File: src/hw/rtl/kvm_pkg.sv
`timescale 1ns / 1ps

package kvm_pkg;

  localparam int ENTRIES = 16;
  localparam int IDX_W   = $clog2(ENTRIES);
  localparam int CNT_W   = $clog2(ENTRIES + 1);
  localparam int KEY_W   = 32;
  localparam int VAL_W   = 32;
  localparam int CAP_W   = 5;
  localparam int OP_W    = 3;

  localparam logic [KEY_W-1:0] KEY_EMPTY = {KEY_W{1'b1}};

  typedef enum logic [OP_W-1:0] {
    OP_GET    = 3'd0,
    OP_SET    = 3'd1,
    OP_REMOVE = 3'd2,
    OP_CLEAR  = 3'd3,
    OP_ENUM   = 3'd4
  } op_t;

  typedef enum logic {
    ST_IDLE = 1'b0,
    ST_SCAN = 1'b1
  } state_t;

endpackage

File: src/hw/rtl/linear_key_value_map_top.sv
`timescale 1ns / 1ps

// Fixed-capacity key/value table, searched slot by slot.
// Input channel: a transaction (in_opcode, in_key, in_value) is taken at a
// rising edge where start is high and busy is low. busy stays high while a
// get, set, remove or enumerate scans the key memory.
// Result channel: out_valid marks each result for exactly one cycle; the
// receiver cannot stall, so results are never held back. out_last marks the
// final result of a transaction.
// Answers: clear, unknown opcodes, the reserved all-ones key and an
// enumerate of an empty table answer in the cycle after acceptance. Get,
// set and remove read one slot per cycle from the key and value memories
// (registered read) and answer on a hit or once the last slot within
// capacity is checked. Enumerate gives one result per occupied slot as the
// scan passes it. The memory read port, one slot a cycle, sets the rate: a
// lookup that misses keeps busy high while it scans every slot within
// capacity, and no new transaction is taken until busy falls.
// Configuration: cfg_we writes cfg_capacity_in_use; write only while idle.
// Reset: every slot empty through per-slot occupied flags cleared at once,
// count zero, capacity 16. No clearing pass; items are taken right away.
module linear_key_value_map_top
  import kvm_pkg::*;
(
  input  logic             clk,
  input  logic             rst_n,
  input  logic             start,
  output logic             busy,
  input  logic [OP_W-1:0]  in_opcode,
  input  logic [KEY_W-1:0] in_key,
  input  logic [VAL_W-1:0] in_value,
  output logic             out_valid,
  output logic             out_ok,
  output logic [KEY_W-1:0] out_key_out,
  output logic [VAL_W-1:0] out_value_out,
  output logic [CNT_W-1:0] out_entry_count,
  output logic             out_last,
  input  logic             cfg_we,
  input  logic [CAP_W-1:0] cfg_capacity_in_use
);

  state_t              state_r, state_nxt;
  op_t                 op_r, op_nxt;
  logic [KEY_W-1:0]    key_r, key_nxt;
  logic [VAL_W-1:0]    val_r, val_nxt;
  logic [CNT_W-1:0]    rd_idx_r, rd_idx_nxt;
  logic                chk_vld_r, chk_vld_nxt;
  logic [IDX_W-1:0]    chk_idx_r, chk_idx_nxt;
  logic [ENTRIES-1:0]  valid_r, valid_nxt;
  logic [CNT_W-1:0]    count_r, count_nxt;
  logic [CAP_W-1:0]    cap_r;

  logic                out_valid_r, out_valid_nxt;
  logic                out_ok_r, out_ok_nxt;
  logic [KEY_W-1:0]    out_key_r, out_key_nxt;
  logic [VAL_W-1:0]    out_val_r, out_val_nxt;
  logic [CNT_W-1:0]    out_cnt_r, out_cnt_nxt;
  logic                out_last_r, out_last_nxt;

  logic [KEY_W-1:0]    key_mem [ENTRIES];
  logic [VAL_W-1:0]    val_mem [ENTRIES];
  logic [KEY_W-1:0]    key_q;
  logic [VAL_W-1:0]    val_q;

  logic                accept;
  logic                go_scan;
  logic                scan_done;
  logic                rd_en;
  logic                mem_we;
  logic [IDX_W-1:0]    mem_wa;
  logic [CNT_W-1:0]    cap_eff;
  logic [ENTRIES-1:0]  cap_mask;
  logic [ENTRIES-1:0]  occ_mask;
  logic                any_occ;
  logic                free_found;
  logic [IDX_W-1:0]    free_idx;
  logic                more_occ;
  logic                hit;

  assign accept  = start && (state_r == ST_IDLE);
  assign cap_eff = (32'(cap_r) > ENTRIES) ? CNT_W'(ENTRIES) : CNT_W'(cap_r);

  always_comb begin
    for (int i = 0; i < ENTRIES; i++) begin
      cap_mask[i] = (CNT_W'(i) < cap_eff);
    end
  end

  assign occ_mask = valid_r & cap_mask;
  assign any_occ  = |occ_mask;

  // lowest empty slot within capacity
  always_comb begin
    free_found = 1'b0;
    free_idx   = '0;
    for (int i = ENTRIES - 1; i >= 0; i--) begin
      if (cap_mask[i] && !valid_r[i]) begin
        free_found = 1'b1;
        free_idx   = IDX_W'(i);
      end
    end
  end

  // occupied slot still ahead of the one being checked
  always_comb begin
    more_occ = 1'b0;
    for (int i = 0; i < ENTRIES; i++) begin
      if ((IDX_W'(i) > chk_idx_r) && occ_mask[i]) begin
        more_occ = 1'b1;
      end
    end
  end

  assign rd_en = (state_r == ST_SCAN) && (rd_idx_r < cap_eff);
  assign hit   = chk_vld_r && valid_r[chk_idx_r] && (key_q == key_r);

  always_comb begin
    go_scan = 1'b0;
    case (in_opcode) inside
      OP_GET, OP_SET, OP_REMOVE: go_scan = (in_key != KEY_EMPTY);
      OP_ENUM:                   go_scan = any_occ;
      default:                   go_scan = 1'b0;
    endcase
  end

  // end of a scan: hit or exhausted for lookups, last occupied slot for enumerate
  always_comb begin
    if (op_r == OP_ENUM) begin
      scan_done = chk_vld_r && valid_r[chk_idx_r] && !more_occ;
    end else begin
      scan_done = hit || !rd_en;
    end
  end

  // next state
  always_comb begin
    state_nxt = state_r;
    unique case (state_r)
      ST_IDLE: if (accept && go_scan) state_nxt = ST_SCAN;
      ST_SCAN: if (scan_done) state_nxt = ST_IDLE;
      default: state_nxt = ST_IDLE;
    endcase
  end

  // outputs of the state machine
  always_comb begin
    busy = 1'b0;
    unique case (state_r)
      ST_IDLE: busy = 1'b0;
      ST_SCAN: busy = 1'b1;
      default: busy = 1'b1;
    endcase
  end

  always_comb begin
    op_nxt        = op_r;
    key_nxt       = key_r;
    val_nxt       = val_r;
    rd_idx_nxt    = rd_idx_r;
    chk_vld_nxt   = 1'b0;
    chk_idx_nxt   = chk_idx_r;
    valid_nxt     = valid_r;
    count_nxt     = count_r;
    mem_we        = 1'b0;
    mem_wa        = chk_idx_r;
    out_valid_nxt = 1'b0;
    out_ok_nxt    = 1'b0;
    out_key_nxt   = out_key_r;
    out_val_nxt   = '0;
    out_cnt_nxt   = count_r;
    out_last_nxt  = 1'b1;

    if (accept) begin
      op_nxt     = op_t'(in_opcode);
      key_nxt    = in_key;
      val_nxt    = in_value;
      rd_idx_nxt = '0;
      if (!go_scan) begin
        out_valid_nxt = 1'b1;
        out_key_nxt   = in_key;
        if (in_opcode == OP_CLEAR) begin
          valid_nxt   = '0;
          count_nxt   = '0;
          out_ok_nxt  = 1'b1;
          out_cnt_nxt = '0;
        end
      end
    end else if (state_r == ST_SCAN) begin
      if (rd_en) begin
        rd_idx_nxt  = rd_idx_r + CNT_W'(1);
        chk_vld_nxt = 1'b1;
        chk_idx_nxt = rd_idx_r[IDX_W-1:0];
      end
      out_key_nxt = key_r;
      if (op_r == OP_ENUM) begin
        if (chk_vld_r && valid_r[chk_idx_r]) begin
          out_valid_nxt = 1'b1;
          out_ok_nxt    = 1'b1;
          out_key_nxt   = key_q;
          out_val_nxt   = val_q;
          out_last_nxt  = !more_occ;
        end
      end else if (scan_done) begin
        out_valid_nxt = 1'b1;
        case (op_r)
          OP_GET: begin
            out_ok_nxt  = hit;
            out_val_nxt = hit ? val_q : '0;
          end
          OP_SET: begin
            if (hit) begin
              mem_we     = 1'b1;
              out_ok_nxt = 1'b1;
            end else if ((count_r < cap_eff) && free_found) begin
              mem_we            = 1'b1;
              mem_wa            = free_idx;
              valid_nxt[free_idx] = 1'b1;
              count_nxt         = count_r + CNT_W'(1);
              out_ok_nxt        = 1'b1;
              out_cnt_nxt       = count_r + CNT_W'(1);
            end
          end
          OP_REMOVE: begin
            if (hit) begin
              valid_nxt[chk_idx_r] = 1'b0;
              out_ok_nxt           = 1'b1;
              if (count_r != '0) begin
                count_nxt   = count_r - CNT_W'(1);
                out_cnt_nxt = count_r - CNT_W'(1);
              end
            end
          end
          default: out_ok_nxt = 1'b0;
        endcase
      end
    end
  end

  always_ff @(posedge clk) begin
    if (!rst_n) begin
      state_r     <= ST_IDLE;
      valid_r     <= '0;
      count_r     <= '0;
      cap_r       <= CAP_W'(ENTRIES);
      chk_vld_r   <= 1'b0;
      out_valid_r <= 1'b0;
    end else begin
      state_r     <= state_nxt;
      valid_r     <= valid_nxt;
      count_r     <= count_nxt;
      chk_vld_r   <= chk_vld_nxt;
      out_valid_r <= out_valid_nxt;
      if (cfg_we) begin
        cap_r <= cfg_capacity_in_use;
      end
    end
  end

  always_ff @(posedge clk) begin
    op_r       <= op_nxt;
    key_r      <= key_nxt;
    val_r      <= val_nxt;
    rd_idx_r   <= rd_idx_nxt;
    chk_idx_r  <= chk_idx_nxt;
    out_ok_r   <= out_ok_nxt;
    out_key_r  <= out_key_nxt;
    out_val_r  <= out_val_nxt;
    out_cnt_r  <= out_cnt_nxt;
    out_last_r <= out_last_nxt;
  end

  // key and value memories: write back on set, read one slot per scan cycle
  always_ff @(posedge clk) begin
    if (mem_we) begin
      key_mem[mem_wa] <= key_r;
      val_mem[mem_wa] <= val_r;
    end
    if (rd_en) begin
      key_q <= key_mem[rd_idx_r[IDX_W-1:0]];
      val_q <= val_mem[rd_idx_r[IDX_W-1:0]];
    end
  end

  assign out_valid       = out_valid_r;
  assign out_ok          = out_ok_r;
  assign out_key_out     = out_key_r;
  assign out_value_out   = out_val_r;
  assign out_entry_count = out_cnt_r;
  assign out_last        = out_last_r;

endmodule

File: config.mk
export PLATFORM = sky130hd
export DESIGN_NAME = linear_key_value_map_top
export DESIGN_NICKNAME = d
export VERILOG_FILES = /design/src/hw/rtl/kvm_pkg.sv /design/src/hw/rtl/linear_key_value_map_top.sv
export SDC_FILE = /design/constraint.sdc
export NUM_CORES = 1
export LEC_CHECK = 0
export BUFFER_PORTS_ARGS = -buffer_cell sky130_fd_sc_hd__buf_2
export CAP_MARGIN = 20
export CORE_UTILIZATION = 50
export DETAILED_ROUTE_END_ITERATION = 10
export PLACE_DENSITY = 0.74
export RECOVER_POWER = 50
export SYNTH_ARGS = -nofsm -noshare
export SYNTH_HDL_FRONTEND = slang
export SYNTH_SLANG_ARGS = --single-unit
File: constraint.sdc
create_clock -name clk -period 15.25 [get_ports clk]
set_input_delay 0.7625 -clock clk [delete_from_list [all_inputs] [get_ports clk]]
set_output_delay 0.7625 -clock clk [all_outputs]
set_load 0.02 [all_outputs]
Word-level counts from Yosys, hierarchy flattened
Memory sizes are Yosys's and may differ from the RTL's. A register that Yosys moved wholly into a read port is not among the register bits.
Cells that the tools add are included.
{ "word_totals": {"reg_bits": 176, "mem_bits_rw": 1024, "inputBits": 76, "wordCells": 283, "mem_count": 2} }
{ "mem_list": {"columns": ["memory", "depth", "width", "rd", "rd_clocked_by_memory_dff", "wr", "line", "source"], "rows": [
  ["key_mem", 16, 32, 1, 1, 1, "linear_key_value_map_top.sv:59", "logic [KEY_W-1:0] key_mem [ENTRIES];"],
  ["val_mem", 16, 32, 1, 1, 1, "linear_key_value_map_top.sv:60", "logic [VAL_W-1:0] val_mem [ENTRIES];"]
]} }
{ "classes": {"addsub": 3, "magnitude_cmp": 39, "n_eq_ne": 15, "muxes": 124, "n_bitwise": 9, "n_reduce_logical": 75} }
{ "op_table": {"columns": ["operator", "count"], "rows": [
  ["$mux 32", 10],
  ["$mux 16", 9],
  ["$mux 4", 23],
  ["$mux 1", 63],
  ["$mux 5", 11],
  ["$logic_and 1x1->1", 41],
  ["$lt 4x5->1 const A", 8],
  ["$and 16x16->16", 2],
  ["$eq 32x32->1", 1],
  ["$gt 4x4->1 const A", 8],
  ["$ne 32x32->1 const B", 1],
  ["$pmux 16 s2", 1],
  ["$lt 3x5->1 const A", 4],
  ["$logic_not 1->1", 18],
  ["$gt 3x4->1 const A", 4],
  ["$not 16->16", 1],
  ["$or 16x16->16", 1],
  ["$reduce_or 16->1", 1],
  ["$add 5x1->5 const B", 2],
  ["$lt 1x5->1 const A", 2],
  ["$lt 2x5->1 const A", 2],
  ["$lt 4x5->1 const B", 2],
  ["$lt 5x5->1", 2],
  ["$pmux 5 s2", 1],
  ["other kinds (27)", 47]
]} }

Longest topological paths before layout
{ "depth": {"word_depth": 32, "mapped_depth": 14, "depth_no_buf": 11} }

Worst setup path before layout
OpenSTA, ideal clock, no wires.
{ "synth_timing": {"path_type": "register to register", "startpoint": "reg cap_r[3]", "endpoint": "mem key_mem[12][0], enable pin", "setup_time_ps": 486, "arrival_time_ps": 5690, "t_required_ps": 14764, "slack_ps": 9074, "stages_incl_launch_ff": 13, "path_buffers": 2, "period_less_slack_ps": 6176, "cell_sequence": "dfxtp_1 clkbuf_1 clkbuf_1 nand2_1 ha_1 or2_2 a21oi_1 nor2_1 clkinv_4 a211o_1 o31ai_1 nand3_1 nor2_1"} }
{ "synth_via": {"elab_cells_between_ends": 124} }
{ "synth_lines": {"columns": ["element", "line", "source"], "rows": [
  ["start: declaration", "linear_key_value_map_top.sv:50", "logic [CAP_W-1:0] cap_r;"],
  ["start signal: assignment", "linear_key_value_map_top.sv:243", "cap_r <= CAP_W'(ENTRIES);"],
  ["start signal: assignment", "linear_key_value_map_top.sv:253", "cap_r <= cfg_capacity_in_use;"],
  ["$gt 5x5->1", "linear_key_value_map_top.sv:80", "assign cap_eff = (32'(cap_r) > ENTRIES) ? CNT_W'(ENTRIES) : CNT_W'(cap_r);"],
  ["$mux 5 *", "linear_key_value_map_top.sv:80", null],
  ["$lt 5x5->1 *", "linear_key_value_map_top.sv:113", "assign rd_en = (state_r == ST_SCAN) && (rd_idx_r < cap_eff);"],
  ["$logic_and 1x1->1 *", "linear_key_value_map_top.sv:113", null],
  ["named net rd_en", "linear_key_value_map_top.sv:67", "logic rd_en;"],
  ["$logic_not 1->1 *", "linear_key_value_map_top.sv:130", "scan_done = hit || !rd_en;"],
  ["$logic_or 1x1->1 *", "linear_key_value_map_top.sv:130", null],
  ["$mux 1 *", "linear_key_value_map_top.sv:127", "if (op_r == OP_ENUM) begin"],
  ["$mux 1", "linear_key_value_map_top.sv:202", "end else if (scan_done) begin"],
  ["$mux 1", "linear_key_value_map_top.sv:194", "if (op_r == OP_ENUM) begin"],
  ["$mux 1", "linear_key_value_map_top.sv:187", "end else if (state_r == ST_SCAN) begin"],
  ["$mux 1", "linear_key_value_map_top.sv:172", "if (accept) begin"],
  ["$mux 1", "linear_key_value_map_top.sv:273", "if (mem_we) begin"],
  ["$mux 1 (not written as such)", "linear_key_value_map_top.sv:274", "key_mem[mem_wa] <= key_r;"],
  ["end: declaration", "linear_key_value_map_top.sv:59", null]
]} }
Mark *: on every way through the listed nets, which the timed path passes. The rest lies on a longest branch.

Worst setup path after layout
{ "layout_timing": {"startpoint": "reg state_r", "endpoint": "reg valid_r[4]"} }
{ "layout_via": {"elab_chain_cells": 6, "elab_cells_between_ends": 17} }
{ "layout_lines": {"columns": ["element", "line", "source"], "rows": [
  ["start: declaration", "linear_key_value_map_top.sv:41", "state_t state_r, state_nxt;"],
  ["start signal: assignment", "linear_key_value_map_top.sv:247", "state_r <= state_nxt;"],
  ["$logic_and 1x1->1", "linear_key_value_map_top.sv:113", null],
  ["$logic_not 1->1", "linear_key_value_map_top.sv:130", null],
  ["$logic_or 1x1->1", "linear_key_value_map_top.sv:130", null],
  ["$mux 1", "linear_key_value_map_top.sv:127", null],
  ["$reduce_bool 2->1 (no source line)", null, null],
  ["$reduce_and 9->1 (no source line)", null, null],
  ["end signal: assignment", "linear_key_value_map_top.sv:248", "valid_r <= valid_nxt;"],
  ["end: declaration", "linear_key_value_map_top.sv:48", "logic [ENTRIES-1:0] valid_r, valid_nxt;"]
]} }
Several ways; a longest one is shown, not always the timed one.
A chain may end at the register's enable or synchronous reset.

==> impl_summary.md <==
Outcome
The checks that failed: DRC, capacitance limit, slew limit. The flow ran to the end, but the final reports show violations.

Timing
At the pin with the least slew margin, the transition time is 4.64 ns. The count of pins over their slew limit is 343. In the final timing run, aggregate negative setup slack is 0 ns. In this run the tightest slew margin relative to its limit is -211%. Across all hold checks on the routed design, the worst slack comes to between 0.2 and 0.25 ns. The smallest setup slack after layout is 7.22 ns. On the final layout, the worst clock skew is 0.0441 ns.

The number of endpoints failing setup at the final stage is 0. After layout, the minimum clock period comes to 8.03 ns. The number of failing hold endpoints at the final stage was 0. The maximum achievable frequency is 125 MHz. Setup repair after global routing left no endpoint under its margin. The final critical path takes up 52.6% of the cycle.

Die
The I/O pin count is 149. The number of placement rows is between 100 and 150. The core footprint is 0.0969 sq mm.

The area enclosed by the die boundary is 0.0993 sq mm. In this run the horizontal extent of the chip is 315 um. The y dimension of the die is about 320 um. The starting density of the core is 50.6%.

Synth
The share of synthesized area in the top cell type comes to 73.0%. The share of flip-flops with an asynchronous set or reset is 0%. Counting flops with a built-in enable in the synthesized netlist gives 1,191. Sorting the synthesized cells by area gives the leading types as edfxtp_1, mux4_2, dfxtp_1. The count of mapped cells out of synthesis is 2,339.

The share of the yosys chip area belonging to registers is 75.9%. After synthesis the netlist holds a flip-flop and latch count of 1,264. The average instance in the mapped netlist occupies 21.0 sq um. For this run, the number of Yosys warnings is 0.

Summed over all instances, the cell type with the most area after synthesis is edfxtp_1. The number of nets in the synthesized netlist is 2,426. The dominant synthesized flop cell is edfxtp_1. The number of different library cells used by synthesis comes to 76.

The mapped netlist covers 0.0490 sq mm.

CTS
TritonCTS built the clock tree. The CTS buffer count is roughly 120. Clock-pin slew was measured on the worst setup and hold paths at 0.06 ns. The post-cts gate resize count is 0. The maximum buffer depth of the clock tree is 3. The number of sinks on the clock net is 1,264. After clock tree synthesis, the flow added hold-fix buffers numbering 0. The H-tree was split into 3 levels. The post-CTS setup buffer count is 0. At the later pin of the worst-skew pair, clock insertion delay measures 0.72 ns. The clock root buffer master is clkbuf_16.

Detailed routing
The via density per instance is 6.20. Once detail routing completed, the nets flagged for antenna violations numbered 0. After detailed routing, the average wire length per cell comes to 28.6 um. The detailed router's first-iteration violation count is 2,715. For this run, design rule violations remaining after detail routing come to 17.

The iteration count of the initial detailed-routing pass is 9. The final route contains 24,200 vias. After detailed routing, the total wire length is around 110,000 um.

Critical path
The critical path's slowest cell is clkinvlp_2. In this design, the stage delay of the slowest critical-path cell is between 3 and 4 ns. The largest fanout on the critical path is 106. The worst register-to-register path begins at state_r.

The data required time of the critical path is 15.82 ns. The worst register-to-register path has a depth of 8. For flop-to-flop paths, the worst setup slack is 7.22 ns. Data arrives at the worst endpoint at between 8 and 9 ns. The critical path goes through inv_1 -> nand2_1 -> clkinvlp_2 -> clkbuf_1 -> o32ai_4 -> buf_16 -> nor3_1 -> o221a_1.

The element type at the critical path end is a register. The endpoint identified for the worst register-to-register timing path is valid_r[4]. The worst setup path is launched from a register. The critical path in this run is classified as reg -> reg.

GRT
The number of global-route vias before repair came to 24,800. The number of antenna violations at the first check in global routing was 3. Summed over all layers, the global routing overflow is 0. Entering global routing, the biggest net connects 107 pins.

The overall routing resource usage is 22.8%. The wire length of the first global-routing pass is 165,000 um.

Placed design
The routability congestion estimate from global placement is 0.899. The number of port buffers is 148. The setup slack after placement is slightly below 9 ns. Summing all placed instances gives a cell area of 0.0513 sq mm. The half-perimeter wire length after detailed placement is a little over 60,000 um.

Final layout
In the final layout, the share of cells above drive strength 1 is 23.2%. The number of nets in the layout is 2,605. The most common cell after layout, fill and taps aside is edfxtp_1. The layout-stage area growth over the synthesis result is 12.3%.

In the layout the commonest cells are edfxtp_1, mux4_2, clkbuf_1. Once layout is done, the placed cells without fillers occupy 0.0550 sq mm. The diode insertion count for antenna repair is 0.

Power and ir drop
The reported leakage power is between 15 and 20 nW. The power per cell area is 129 mW/mm^2. The total power of the final layout is between 0.007 and 0.008 W. The internal portion of total power is 0.00563 W.

Net switching is 21.0% of the power. The share of power burned in registers is 54.8%. Across the VDD grid, the largest voltage drop is 133 uV. In this run, the clock network consumes 41.1% of the power. The net load switching power is 0.00150 W.

The part of the total power dissipated in combinational logic is 4.1%.

Run
Across the run, the number of max-cap violations was 7.

Min path
The destination of the worst hold path is val_r[1]. The startpoint identified for the worst hold timing path is in_value[1]. The worst hold path stage count is 1. The worst hold path class is in -> reg.
[cells by family after synthesis]
logic type,after synthesis,share of synthesized area [%]
compound gates,219,3.02
xor+xnor,36,0.643
fa+ha+maj,13,0.322
buf+inv,149,1.24
flops,1264,75.9
mux,368,15.8
simple gates,290,3.05
[power groups by stage]
stage | Sequential [W] | Clock [W] | Combinational (W)
after floorplan | 0.00395 | 0 | 0.000201
after global placement | 0.00396 | 0 | 0.000290
after detailed placement | 0.00397 | 0 | 0.000293
after CTS | 0.00390 | 0.00297 | 0.000296
after global routing | 0.00391 | 0.00311 | 0.000313
final | 0.00390 | 0.00293 | 0.000292
[final cells by class]
class                           count  area [sq um]
Fill cell                        6918         41800
Sequential cell                  1264         37200
Multi-Input combinational cell    926         11300
Clock buffer                      162          3250
Tap cell                         1276          1600
Timing Repair Buffer              188           927
Clock inverter                     66           651
Inverter                           17          70.1
[metal layers]
| layer | vias to the layer above | wire [um] | track usage (%) |
|---|---|---|---|
| met1 | 12700 | 44300 | 32.2 |
| met3 | 172 | 10000 | 3.74 |
| met2 | 1267 | 54800 | 37.1 |
| met5 | - | 11 | 0 |
| li1 | 10100 | - | - |
| met4 | 2 | 2410 | 6.01 |
[state kept, by name, summed over array words and instances (netlist names), 16 cells and up]
name	cells
val_mem	512
val_q	32
key_r	32
out_value_out	32
valid_r	16
key_mem	512
val_r	32
out_key_out	32
key_q	32
[synth_stat cells (22+ instances only)]
cell type	n
clkbuf_1	88
and2_1	35
nor2_1	55
mux2i_1	39
dfxtp_1	73
edfxtp_1	1191
nand2_1	80
mux4_2	322
xnor2_1	33
a21oi_1	49
buf_1	25
nor3_1	22
o21ai_0	74
[worst max-delay path by stage]
| stage | slack, ns | from | cells after the start | to |
|---|---|---|---|---|
| floorplan | 9.07 | cap_r[3] | 12 | key_mem[12][0] |
| global placement | 8.81 | cap_r[4] | 12 | val_mem[5][26] |
| detailed placement | 8.66 | cap_r[4] | 12 | val_mem[4][29] |
| CTS | 8.66 | cap_r[4] | 12 | val_mem[4][29] |
| global route | 6.63 | state_r | 8 | valid_r[9] |
| finish | 7.22 | state_r | 8 | valid_r[4] |
[worst max-delay path: cells and delay by family, from the launching register on]
| kind | cells | cell delay, ns |
|---|---|---|
| compound gates | 2 | 1.00 |
| buf+inv | 4 | 5.92 |
| flops | 1 | 0.60 |
| simple gates | 2 | 0.31 |
[metrics by stage]
stage	utilization, %	instances
after floorplan	-	2339
after global placement	52.9	3669
after detailed placement	53.0	3670
after CTS	57.0	3898
after global routing	56.8	3899
final	56.8	3899
(Power assumes the default switching activity.)
